===== config.mk =====
export PLATFORM = sky130hd
export DESIGN_NAME = spq_cell
export DESIGN_NICKNAME = d
export VERILOG_FILES = /design/src/hw/rtl/spq_pkg.sv /design/src/hw/rtl/spq_cell.sv
export SDC_FILE = /design/constraint.sdc
export NUM_CORES = 1
export LEC_CHECK = 0
export ABC_AREA = 1
export BUFFER_PORTS_ARGS = -buffer_cell sky130_fd_sc_hd__buf_2
export CORE_MARGIN = 10
export CORE_UTILIZATION = 25
export CTS_CLUSTER_DIAMETER = 30
export DETAILED_ROUTE_END_ITERATION = 8
export GPL_TIMING_DRIVEN = 0
export PLACE_DENSITY = 0.5
export RECOVER_POWER = 50
export SYNTH_ARGS = -nofsm -noshare
export SYNTH_HDL_FRONTEND = slang
export SYNTH_SLANG_ARGS = --single-unit
export TNS_END_PERCENT = 100

===== constraint.sdc =====
create_clock -name clk -period 2.3 [get_ports clk]
set_input_delay 0.345 -clock clk [delete_from_list [all_inputs] [get_ports clk]]
set_output_delay 0.345 -clock clk [all_outputs]
set_load 0.1 [all_outputs]

===== src/hw/rtl/spq_pkg.sv =====
// Package for the sorted priority queue: transaction payload types, operation and
// status codes, and the control group that the queue hands to its cells.
// It depends on nothing else.
package spq_pkg;

	localparam int TAG_W  = 8;
	localparam int PRIO_W = 16;
	localparam int FILL_W = 5;

	typedef enum logic {
		OP_INSERT  = 1'b0,
		OP_EXTRACT = 1'b1
	} spq_op_t;

	typedef enum logic [1:0] {
		ST_INSERTED  = 2'd0,
		ST_EXTRACTED = 2'd1,
		ST_EMPTY     = 2'd2,
		ST_FULL      = 2'd3
	} spq_status_t;

	typedef struct packed {
		spq_op_t           op;
		logic [TAG_W-1:0]  tag;
		logic [PRIO_W-1:0] prio;
	} spq_req_t;

	typedef struct packed {
		spq_status_t       status;
		logic [TAG_W-1:0]  out_tag;
		logic [PRIO_W-1:0] out_prio;
		logic [FILL_W-1:0] fill;
	} spq_rsp_t;

	typedef struct packed {
		logic ins;
		logic ext;
	} spq_ctl_t;

endpackage


===== src/hw/rtl/spq_cell.sv =====
// One slot of the sorted queue: holds a tag and a priority and trades them with
// its neighbors on insert and extract. Depends on spq_pkg.
module spq_cell import spq_pkg::*; #(
	parameter int PRIO_WIDTH = 16
) (
	input  logic                  clk,
	input  spq_ctl_t              ctl,
	input  logic                  occupied,
	input  logic [TAG_W-1:0]      new_tag,
	input  logic [PRIO_WIDTH-1:0] new_prio,
	input  logic                  left_keep,
	input  logic [TAG_W-1:0]      left_tag,
	input  logic [PRIO_WIDTH-1:0] left_prio,
	input  logic [TAG_W-1:0]      right_tag,
	input  logic [PRIO_WIDTH-1:0] right_prio,
	output logic                  keep,
	output logic [TAG_W-1:0]      tag,
	output logic [PRIO_WIDTH-1:0] prio
);
	logic [TAG_W-1:0]      tag_q;
	logic [PRIO_WIDTH-1:0] prio_q;

	// A held entry stays put when the new one sorts after it.
	assign keep = occupied && (prio_q <= new_prio);
	assign tag  = tag_q;
	assign prio = prio_q;

	always_ff @(posedge clk) begin
		if (ctl.ins && !keep) begin
			if (left_keep) begin
				tag_q  <= new_tag;
				prio_q <= new_prio;
			end else begin
				tag_q  <= left_tag;
				prio_q <= left_prio;
			end
		end else if (ctl.ext) begin
			tag_q  <= right_tag;
			prio_q <= right_prio;
		end
	end
endmodule


==> flow_metrics.py, run 1 <==
metrics = {
    "status": {
        "status": "complete, but fails checks",
        "violations": "negative setup slack",
    },
    "yosys": {
        "yosys.area_share.xor_xnor_pct": 0,
        "synth.avg_cell_area_um2": 8.05,
        "synth.distinct_cells": 19,
        "synth_seq_cells": 24,
        "synth-simple-area-share_pct": 28.0,
        "synth_cells": 222,
        "synth_mux_area_share_pct": 5.67,
        "synth_warnings": 0,
        "yosysSeqAreaShare_pct": 40.3,
        "synth_compound_area_share_pct": 6.58,
        "synth_nets": 315,
        "synthAdderAreaFrac_pct": 11.2,
        "synth_area_um2": 1790,
        "synth_top_family_by_area": "simple AND/OR/NAND/NOR gates",
    },
    "critical_path": {
        "path_delay_family": "simple AND/OR/NAND/NOR gates",
        "cp_slowest_cell": "edfxtp_1",
        "crit_path_cell_trace": "ha_4, nand4_1, nor3_2, nand2_1, nand2_1, nand2_2, nand2_4, buf_8, clkinvlp_4, buf_12",
        "critPathMaxFanout": 2,
        "start_kind": "flop",
        "crit_type": "reg -> out",
        "crit_arrival_ps": 1970,
        "worst_setup_path_end_kind": "output pin",
        "cp_num_buf_inv": 3,
        "critical_path.max_stage_delay_ps": 440,
        "cp_common_cell": "nand2_1",
        "crit_required_ps": 1960,
    },
    "flow_run": {
        "drv_cap": 0,
    },
    "route": {
        "wirelength_um": 6520,
        "routed_via_density": 4.41,
        "via_count": 1874,
        "wl_per_cell_um": 15.3,
        "drcViolationCount": 0,
        "drtIter0Drc": 60,
        "ant_nets": 0,
        "dr.pass1.iters": 4,
    },
    "final_layout": {
        "design_area_um2": 2620,
        "final_layout_size_suffix_gt1_share_pct": 35.9,
        "instances_no_fill": 425,
        "area_growth_pct": 46.7,
        "fin_util_pct": 38.2,
        "diodes": 0,
        "nets": 423,
    },
    "hold_path": {
        "hp-class": "in -> reg",
    },
    "power": {
        "power_mw": 1.81,
        "p_leak_nw": 1.29,
        "power.density_nw_per_um2": 691,
        "vdd_ir_drop_max_v": 0.000294,
    },
    "clock_network": {
        "htreeDepth": 1,
        "clock-root-buffer": "clkbuf_8",
        "numCtsBuffers": 3,
        "insertion_delay_ps": 270,
        "clk_pin_slew_worst_paths_ps": 90,
        "postCtsHoldBufs": 0,
        "cts_max_path_buffers": 2,
        "cts_tree": "built",
        "cts.sinks": 24,
    },
    "sta": {
        "max_slew_margin_pct": 18.5,
        "finalSetupTns_ps": -14.7,
        "fmax_ghz": 0.432,
        "rsz0062_at_grt": "yes",
        "layout_setup_ws_ps": -14.7,
        "tightest_slew_ps": 1230,
        "hold_viol": 0,
        "finalMaxSlewViolations": 0,
        "fin_crit_ps": 2310,
        "hold_slack_ps": 329,
        "fin_skew_ps": 2.08,
        "setup_viol": 1,
        "fin_crit_sh_pct": 101,
    },
    "global_route": {
        "track_usage_pct": 11.1,
        "grt_overflow": 0,
        "grt_max_degree": 25,
        "grt_pass1_vias": 1942,
        "grt_pass1_wl_um": 9720,
        "antenna_found_initial": 0,
    },
    "die": {
        "core_um2": 6870,
        "dieArea_um2": 10900,
        "initial_core_util_pct": 26.0,
        "die_w_um": 105,
        "num_io_pins": 102,
        "core.rowCount": 30,
        "fp.dieH_um": 105,
    },
    "placement": {
        "dpl_cell_area_um2": 2430,
        "pre_cts_ws_ps": -160,
        "dpl.hpwl_um": 4970,
        "place_congestion": 0.740,
        "io_buffers": 99,
        "dpl.cell_count": 417,
    },
}
[synth_stat cells]
library cell  instances  area [µm²]
a21o_1                1        7.51
a21oi_1              21         105
buf_2                 1        5.00
buf_4                 2        15.0
buf_6                 2        22.5
clkbuf_1              6        22.5
edfxtp_1             24         721
ha_1                 16         200
inv_1                22        82.6
mux2_2                9         101
nand2_1              66         248
nand2_2               1        6.26
nand2_4               2        22.5
nand3_1              26         130
nand4_1               1        6.26
nor2_1               19        71.3
nor2_2                1        6.26
nor3_2                1        10.0
o21ai_0               1        5.00
[routing by layer]
metal | routed length (µm) | global-route usage, %
met1 | 2790 | 12.6
met2 | 3290 | 19.9
met3 | 377 | 2.76
met4 | 68 | 3.53
met5 | 0 | 0
[report_power, final]
| group | total (mW) | internal, mW | switching [mW] |
|---|---|---|---|
| clock | 0.268 | 0.120 | 0.149 |
| sequential | 0.592 | 0.560 | 0.0328 |
| combinational | 0.952 | 0.238 | 0.714 |
| total | 1.81 | 0.917 | 0.896 |
[cell type report]
type,count,area [µm²]
Buffer,11,85.1
Clock buffer,3,41.3
Clock inverter,1,3.75
Fill cell,749,4250
Inverter,22,86.3
Multi-Input combinational cell,167,1070
Sequential cell,24,721
Tap cell,96,120
Timing Repair Buffer,101,499
[worst paths after layout]
check                                        from                 end  slack, ps  cells after the start
worst min register to register  prio[1]$_DFFE_PP_   prio[0]$_DFFE_PP_       1310                      9
worst max-delay path            prio[9]$_DFFE_PP_                keep        -10                     10
worst min-delay path                 right_tag[3]    tag[3]$_DFFE_PP_        330                      3
worst max register to register  prio[9]$_DFFE_PP_  prio[13]$_DFFE_PP_        100                     11
[timing repair]
action / 4_1_cts / 5_1_grt
resized for setup: 7 / 14
gates cloned: 0 / 2
buffers inserted: 2 / 0
endpoints found under the setup margin: 1 / 41
pin swaps: 3 / 5
[sequential cells by signal, summed over array words and instances (netlist names)]
register	cells
prio	16
tag	8
[placed cells by master, fill, tap and decap left out, drive strengths merged]
master	n
buf	85
a21o	1
mux2	9
clkbuf	30
clkinvlp	1
nand3	26
nor3	1
clkinv	1
edfxtp	24
a21oi	21
nor2	20
ha	16
o21ai	1
inv	21
nand4	1
nand2	71
[worst min-delay path: stages]
cell	delay, ps
buf_2	70
nand2_1	40
nand2_1	40
[cells by family after synthesis]
| group | after synthesis |
|---|---|
| buffers and inverters | 33 |
| muxes | 9 |
| and+or+nand+nor | 117 |
| AOI/OAI and AO/OA | 23 |
| DFF | 24 |
| adders and majority gates | 16 |
No activity file was read; power rests on OpenSTA's default activity.
==> run 2, diff against run 1 <==
- CORE_UTILIZATION: 25 -> 40
- HOLD_SLACK_MARGIN: not set -> 0.06
- PLACE_DENSITY: 0.5 -> 0.75
==> flow_metrics.py, run 2 (synthesized netlist as in run 1, its figures left out) <==
metrics = {
    "power": {
        "switching_share_pct": 48.9,
        "combPwrFrac_pct": 52.6,
        "p_leak_nw": 1.29,
        "p_sw_mw": 0.879,
        "p_int_mw": 0.917,
        "clkPwrFrac_pct": 14.5,
        "p_seq_share_pct": 33.0,
        "power.density_nw_per_um2": 704,
        "vdd_ir_drop_max_v": 0.000367,
    },
    "clock_network": {
        "cts_tree": "built",
        "numCtsBuffers": 3,
        "clk_pin_slew_worst_paths_ps": 90,
        "cts_max_path_buffers": 2,
        "htreeDepth": 1,
        "insertion_delay_ps": 270,
        "clock-root-buffer": "clkbuf_8",
        "postCtsHoldBufs": 0,
        "cts.sinks": 24,
    },
    "route": {
        "wl_per_cell_um": 15.5,
        "dr.pass1.iters": 4,
        "wirelength_um": 5920,
        "drtIter0Drc": 88,
        "routed_via_density": 4.85,
        "drcViolationCount": 0,
        "via_count": 1846,
        "ant_nets": 0,
    },
    "sta": {
        "max_slew_margin_pct": 18.7,
        "finalSetupTns_ps": 0,
        "fin_crit_sh_pct": 98.1,
        "hold_slack_ps": 334,
        "rsz0062_at_grt": "yes",
        "fin_crit_ps": 2260,
        "fmax_ghz": 0.443,
        "tightest_slew_ps": 1220,
        "fin_skew_ps": 4.80,
        "setup_viol": 0,
        "finalMaxSlewViolations": 0,
        "hold_viol": 0,
    },
    "critical_path": {
        "crit_type": "reg -> out",
        "start_kind": "flop",
        "crit_required_ps": 1960,
        "crit_path_cell_trace": "ha_4, nand2_2, inv_1, nand2_1, nand2_1, nand2_1, nand2_1, nand2_1, nand2_1, nand2_2, nand2_4, buf_8, clkinvlp_4, buf_12",
        "critPathMaxFanout": 2,
        "crit_arrival_ps": 1910,
        "cp_slowest_cell": "edfxtp_1",
        "cp_common_cell": "nand2_1",
        "worst_setup_path_end_kind": "output pin",
        "critical_path.max_stage_delay_ps": 440,
    },
    "die": {
        "core_um2": 4350,
        "core.rowCount": 24,
        "num_io_pins": 102,
        "fp.dieH_um": 86.9,
        "initial_core_util_pct": 41.1,
        "die_w_um": 86.9,
        "dieArea_um2": 7540,
    },
    "placement": {
        "place_congestion": 0.780,
        "io_buffers": 99,
        "dpl.hpwl_um": 4560,
        "dpl_cell_area_um2": 2380,
    },
    "global_route": {
        "grt_overflow": 0,
        "grt_pass1_vias": 1964,
        "grt_max_degree": 25,
        "track_usage_pct": 14.6,
        "antenna_found_initial": 0,
        "grt_pass1_wl_um": 9030,
    },
    "status": {
        "status": "complete, no violations",
    },
    "final_layout": {
        "fin_util_pct": 58.6,
        "nets": 423,
        "design_area_um2": 2550,
        "largest_reg_flops": 16,
        "diodes": 0,
        "area_growth_pct": 42.8,
        "layout_common_cells": "buf_2, nand2_1, nand3_1",
        "layout_commonest_cell": "buf_2",
        "final_layout_size_suffix_gt1_share_pct": 36.5,
    },
    "hold_path": {
        "hp-class": "in -> reg",
    },
    "flow_run": {
        "drv_cap": 0,
    },
}
==> run 2: path summary, 6_finish.rpt <==
kind,from,end,slack [ps],cells past startpoint
max,prio[3]$_DFFE_PP_,keep,40,14
max reg2reg,prio[3]$_DFFE_PP_,prio[9]$_DFFE_PP_,130,15
min,right_tag[7],tag[7]$_DFFE_PP_,330,3
min reg2reg,prio[14]$_DFFE_PP_,tag[7]$_DFFE_PP_,1290,10
==> run 2: critical path: cells and delay by family, from the launching register on <==
kind	cells	cell delay [ps]
flops	1	440
simple gates	9	510
buf+inv	4	400
fa+ha+maj	1	300
==> run 2: through the flow <==
stage	instances	setup slack [ps]	total power [mW]
6_report	381	44.8	1.80
5_1_grt	381	-75.8	1.89
4_1_cts	379	4.67	1.78
3_5_place_dp	373	-120	1.49
3_3_place_gp	373	-110	1.48
2_1_floorplan	222	-375	1.30
==> run 2: layout make-up <==
class                           count  area [µm²]
Buffer                             11        76.3
Timing Repair Buffer              102         509
Sequential cell                    24         721
Clock inverter                      1        3.75
Tap cell                           52        65.1
Clock buffer                        3        41.3
Fill cell                         400        1800
Multi-Input combinational cell    166        1050
Inverter                           22        86.3
==> run 2: timing repair <==
action	in CTS	in global routing
pin swaps	3	4
endpoints found under the setup margin	1	25
gates resized for setup	8	9
gates cloned	0	1
buffers inserted	2	1
==> run 2: power by group through the flow <==
stage	clock (mW)	sequential [mW]	combinational, mW
2_1_floorplan	0	1.02	0.280
3_3_place_gp	0	0.590	0.886
3_5_place_dp	0	0.593	0.897
4_1_cts	0.268	0.586	0.929
5_1_grt	0.285	0.600	1.01
6_report	0.260	0.592	0.944
==> run 2: per-layer routing <==
layer | vias to the layer above | global-route usage, % | part of all wire [%]
li1 | 951 | - | -
met1 | 825 | 16.9 | 40
met2 | 64 | 26.0 | 52
met3 | 6 | 2.62 | 6.9
met4 | 0 | 5.01 | 1.3
met5 | - | 0 | 0
==> run 3, diff against run 2 <==
- CORE_MARGIN: 10 -> 8
==> flow_metrics.py, run 3 (synthesized netlist as in run 1, its figures left out) <==
metrics = {
    "status": {
        "status": "complete, no violations",
    },
    "route": {
        "via_count": 1914,
        "dr.pass1.iters": 4,
        "routed_via_density": 5.01,
        "ant_nets": 0,
        "drcViolationCount": 0,
        "drtIter0Drc": 84,
        "wirelength_um": 5660,
        "wl_per_cell_um": 14.8,
    },
    "final_layout": {
        "layout_common_cells": "buf_2, nand2_1, clkbuf_1",
        "fin_util_pct": 57.9,
        "nets": 424,
        "area_growth_pct": 40.0,
        "diodes": 0,
        "design_area_um2": 2500,
        "final_layout_size_suffix_gt1_share_pct": 33.3,
        "largest_reg_flops": 16,
        "layout_commonest_cell": "buf_2",
    },
    "clock_network": {
        "numCtsBuffers": 3,
        "htreeDepth": 1,
        "cts_tree": "built",
        "insertion_delay_ps": 280,
        "clk_pin_slew_worst_paths_ps": 100,
        "cts_max_path_buffers": 2,
        "cts.sinks": 24,
        "postCtsHoldBufs": 0,
        "clock-root-buffer": "clkbuf_8",
    },
    "hold_path": {
        "holdPathEnd": "prio[12]$_DFFE_PP_",
        "hp-class": "in -> reg",
        "worstHoldStart": "right_prio[12]",
        "worstHoldPathCells": 3,
    },
    "die": {
        "dieArea_um2": 6860,
        "core_um2": 4320,
        "num_io_pins": 102,
        "initial_core_util_pct": 41.3,
        "core.rowCount": 24,
        "fp.dieH_um": 82.9,
        "die_w_um": 82.9,
    },
    "placement": {
        "io_buffers": 99,
        "place_congestion": 0.761,
        "dpl_cell_area_um2": 2380,
        "dpl.hpwl_um": 4350,
    },
    "critical_path": {
        "reg2regPathDepth": 11,
        "r2r-end": "prio[3]$_DFFE_PP_",
        "crit_arrival_ps": 1900,
        "critPathMaxFanout": 4,
        "start_kind": "flop",
        "rrSetupSlack_ps": 100,
        "worst_setup_path_end_kind": "output pin",
        "crit_required_ps": 1960,
        "crit_type": "reg -> out",
        "r2r_start": "prio[11]$_DFFE_PP_",
    },
    "sta": {
        "fmax_ghz": 0.445,
        "finalMaxSlewViolations": 0,
        "fin_crit_sh_pct": 97.7,
        "rsz0062_at_grt": "yes",
        "max_slew_margin_pct": 19.1,
        "setup_viol": 0,
        "tightest_slew_ps": 1220,
        "hold_viol": 0,
        "fin_skew_ps": 10.2,
        "fin_crit_ps": 2250,
    },
    "global_route": {
        "grt_max_degree": 25,
        "grt_pass1_vias": 1988,
        "track_usage_pct": 15.6,
        "grt_overflow": 0,
        "grt_pass1_wl_um": 9160,
        "antenna_found_initial": 0,
    },
    "power": {
        "switching_share_pct": 46.4,
        "combPwrFrac_pct": 48.4,
        "power.density_nw_per_um2": 755,
        "p_sw_mw": 0.877,
        "clkPwrFrac_pct": 20.5,
        "p_leak_nw": 1.30,
        "vdd_ir_drop_max_v": 0.000380,
        "p_int_mw": 1.01,
        "power_mw": 1.89,
        "p_seq_share_pct": 31.1,
    },
    "flow_run": {
        "drv_cap": 0,
    },
}
-- run 3: cell types whose count changed in the layout (fill, tap and decap cells not counted), sizes merged --
cell	previous run	this run
clkinv	1	0
clkbuf	28	31
bufinv	0	1
buf	88	86
-- run 3: worst max-delay path by stage --
stage,from,end,slack (ps),cells past startpoint
after global placement,new_prio[11],keep,-60,12
after global routing,prio[11]$_DFFE_PP_,keep,-60,9
final,prio[11]$_DFFE_PP_,keep,50,9
after CTS,prio[11]$_DFFE_PP_,keep,70,9
after detailed placement,new_prio[11],keep,-80,12
after floorplan,prio[15]$_DFFE_PP_,keep,-380,9
-- run 3: critical path, stage by stage, from the launching register on --
cell        delay (ps)
edfxtp_1           410
ha_1               330
nand4_1            130
nor3_2             160
nand2_1             70
nand2_1             70
nand2_2             90
nand2_8            100
clkinvlp_4          90
buf_12             170
-- run 3: per-stage QoR --
stage / setup WS [ps] / TNS, ps / instances / hold WS, ps
after floorplan: -375 / -5420 / 222 / 524
after global placement: -62.4 / -62.4 / 373 / 610
after detailed placement: -79.0 / -79.0 / 373 / 613
after CTS: 70.6 / 0 / 379 / 322
after global routing: -56.6 / -144 / 382 / 332
final: 53.3 / 0 / 382 / 321
-- run 3: final cells by class --
cell class / instances / area [µm²]
clock inverter: 1 / 30.0
inverter: 22 / 86.3
clock buffer: 3 / 41.3
timing repair buffer: 104 / 520
multi-input combinational: 166 / 975
fill: 421 / 1820
buffer: 10 / 65.1
sequential: 24 / 721
tap: 52 / 65.1
-- run 3: repair_timing --
action / CTS / global route
pin swaps: 1 / 5
gates resized for setup: 5 / 3
endpoints found under the setup margin: 1 / 25
setup buffers: 3 / 2
cloned: 0 / 1
-- run 3: power by group through the flow --
stage | combinational (mW) | sequential [mW] | clock, mW
after floorplan | 0.280 | 1.02 | 0
after global placement | 0.883 | 0.591 | 0
after detailed placement | 0.892 | 0.596 | 0
after CTS | 0.916 | 0.585 | 0.388
after global routing | 0.975 | 0.595 | 0.401
final | 0.914 | 0.588 | 0.387
-- run 3: per-layer routing --
layer | vias up | track usage [%] | part of all wire [%]
met5 | - | 0 | 0
met4 | 0 | 6.39 | 2.7
met3 | 13 | 3.22 | 6.0
met2 | 70 | 28.6 | 51
met1 | 877 | 16.9 | 40
li1 | 954 | - | -
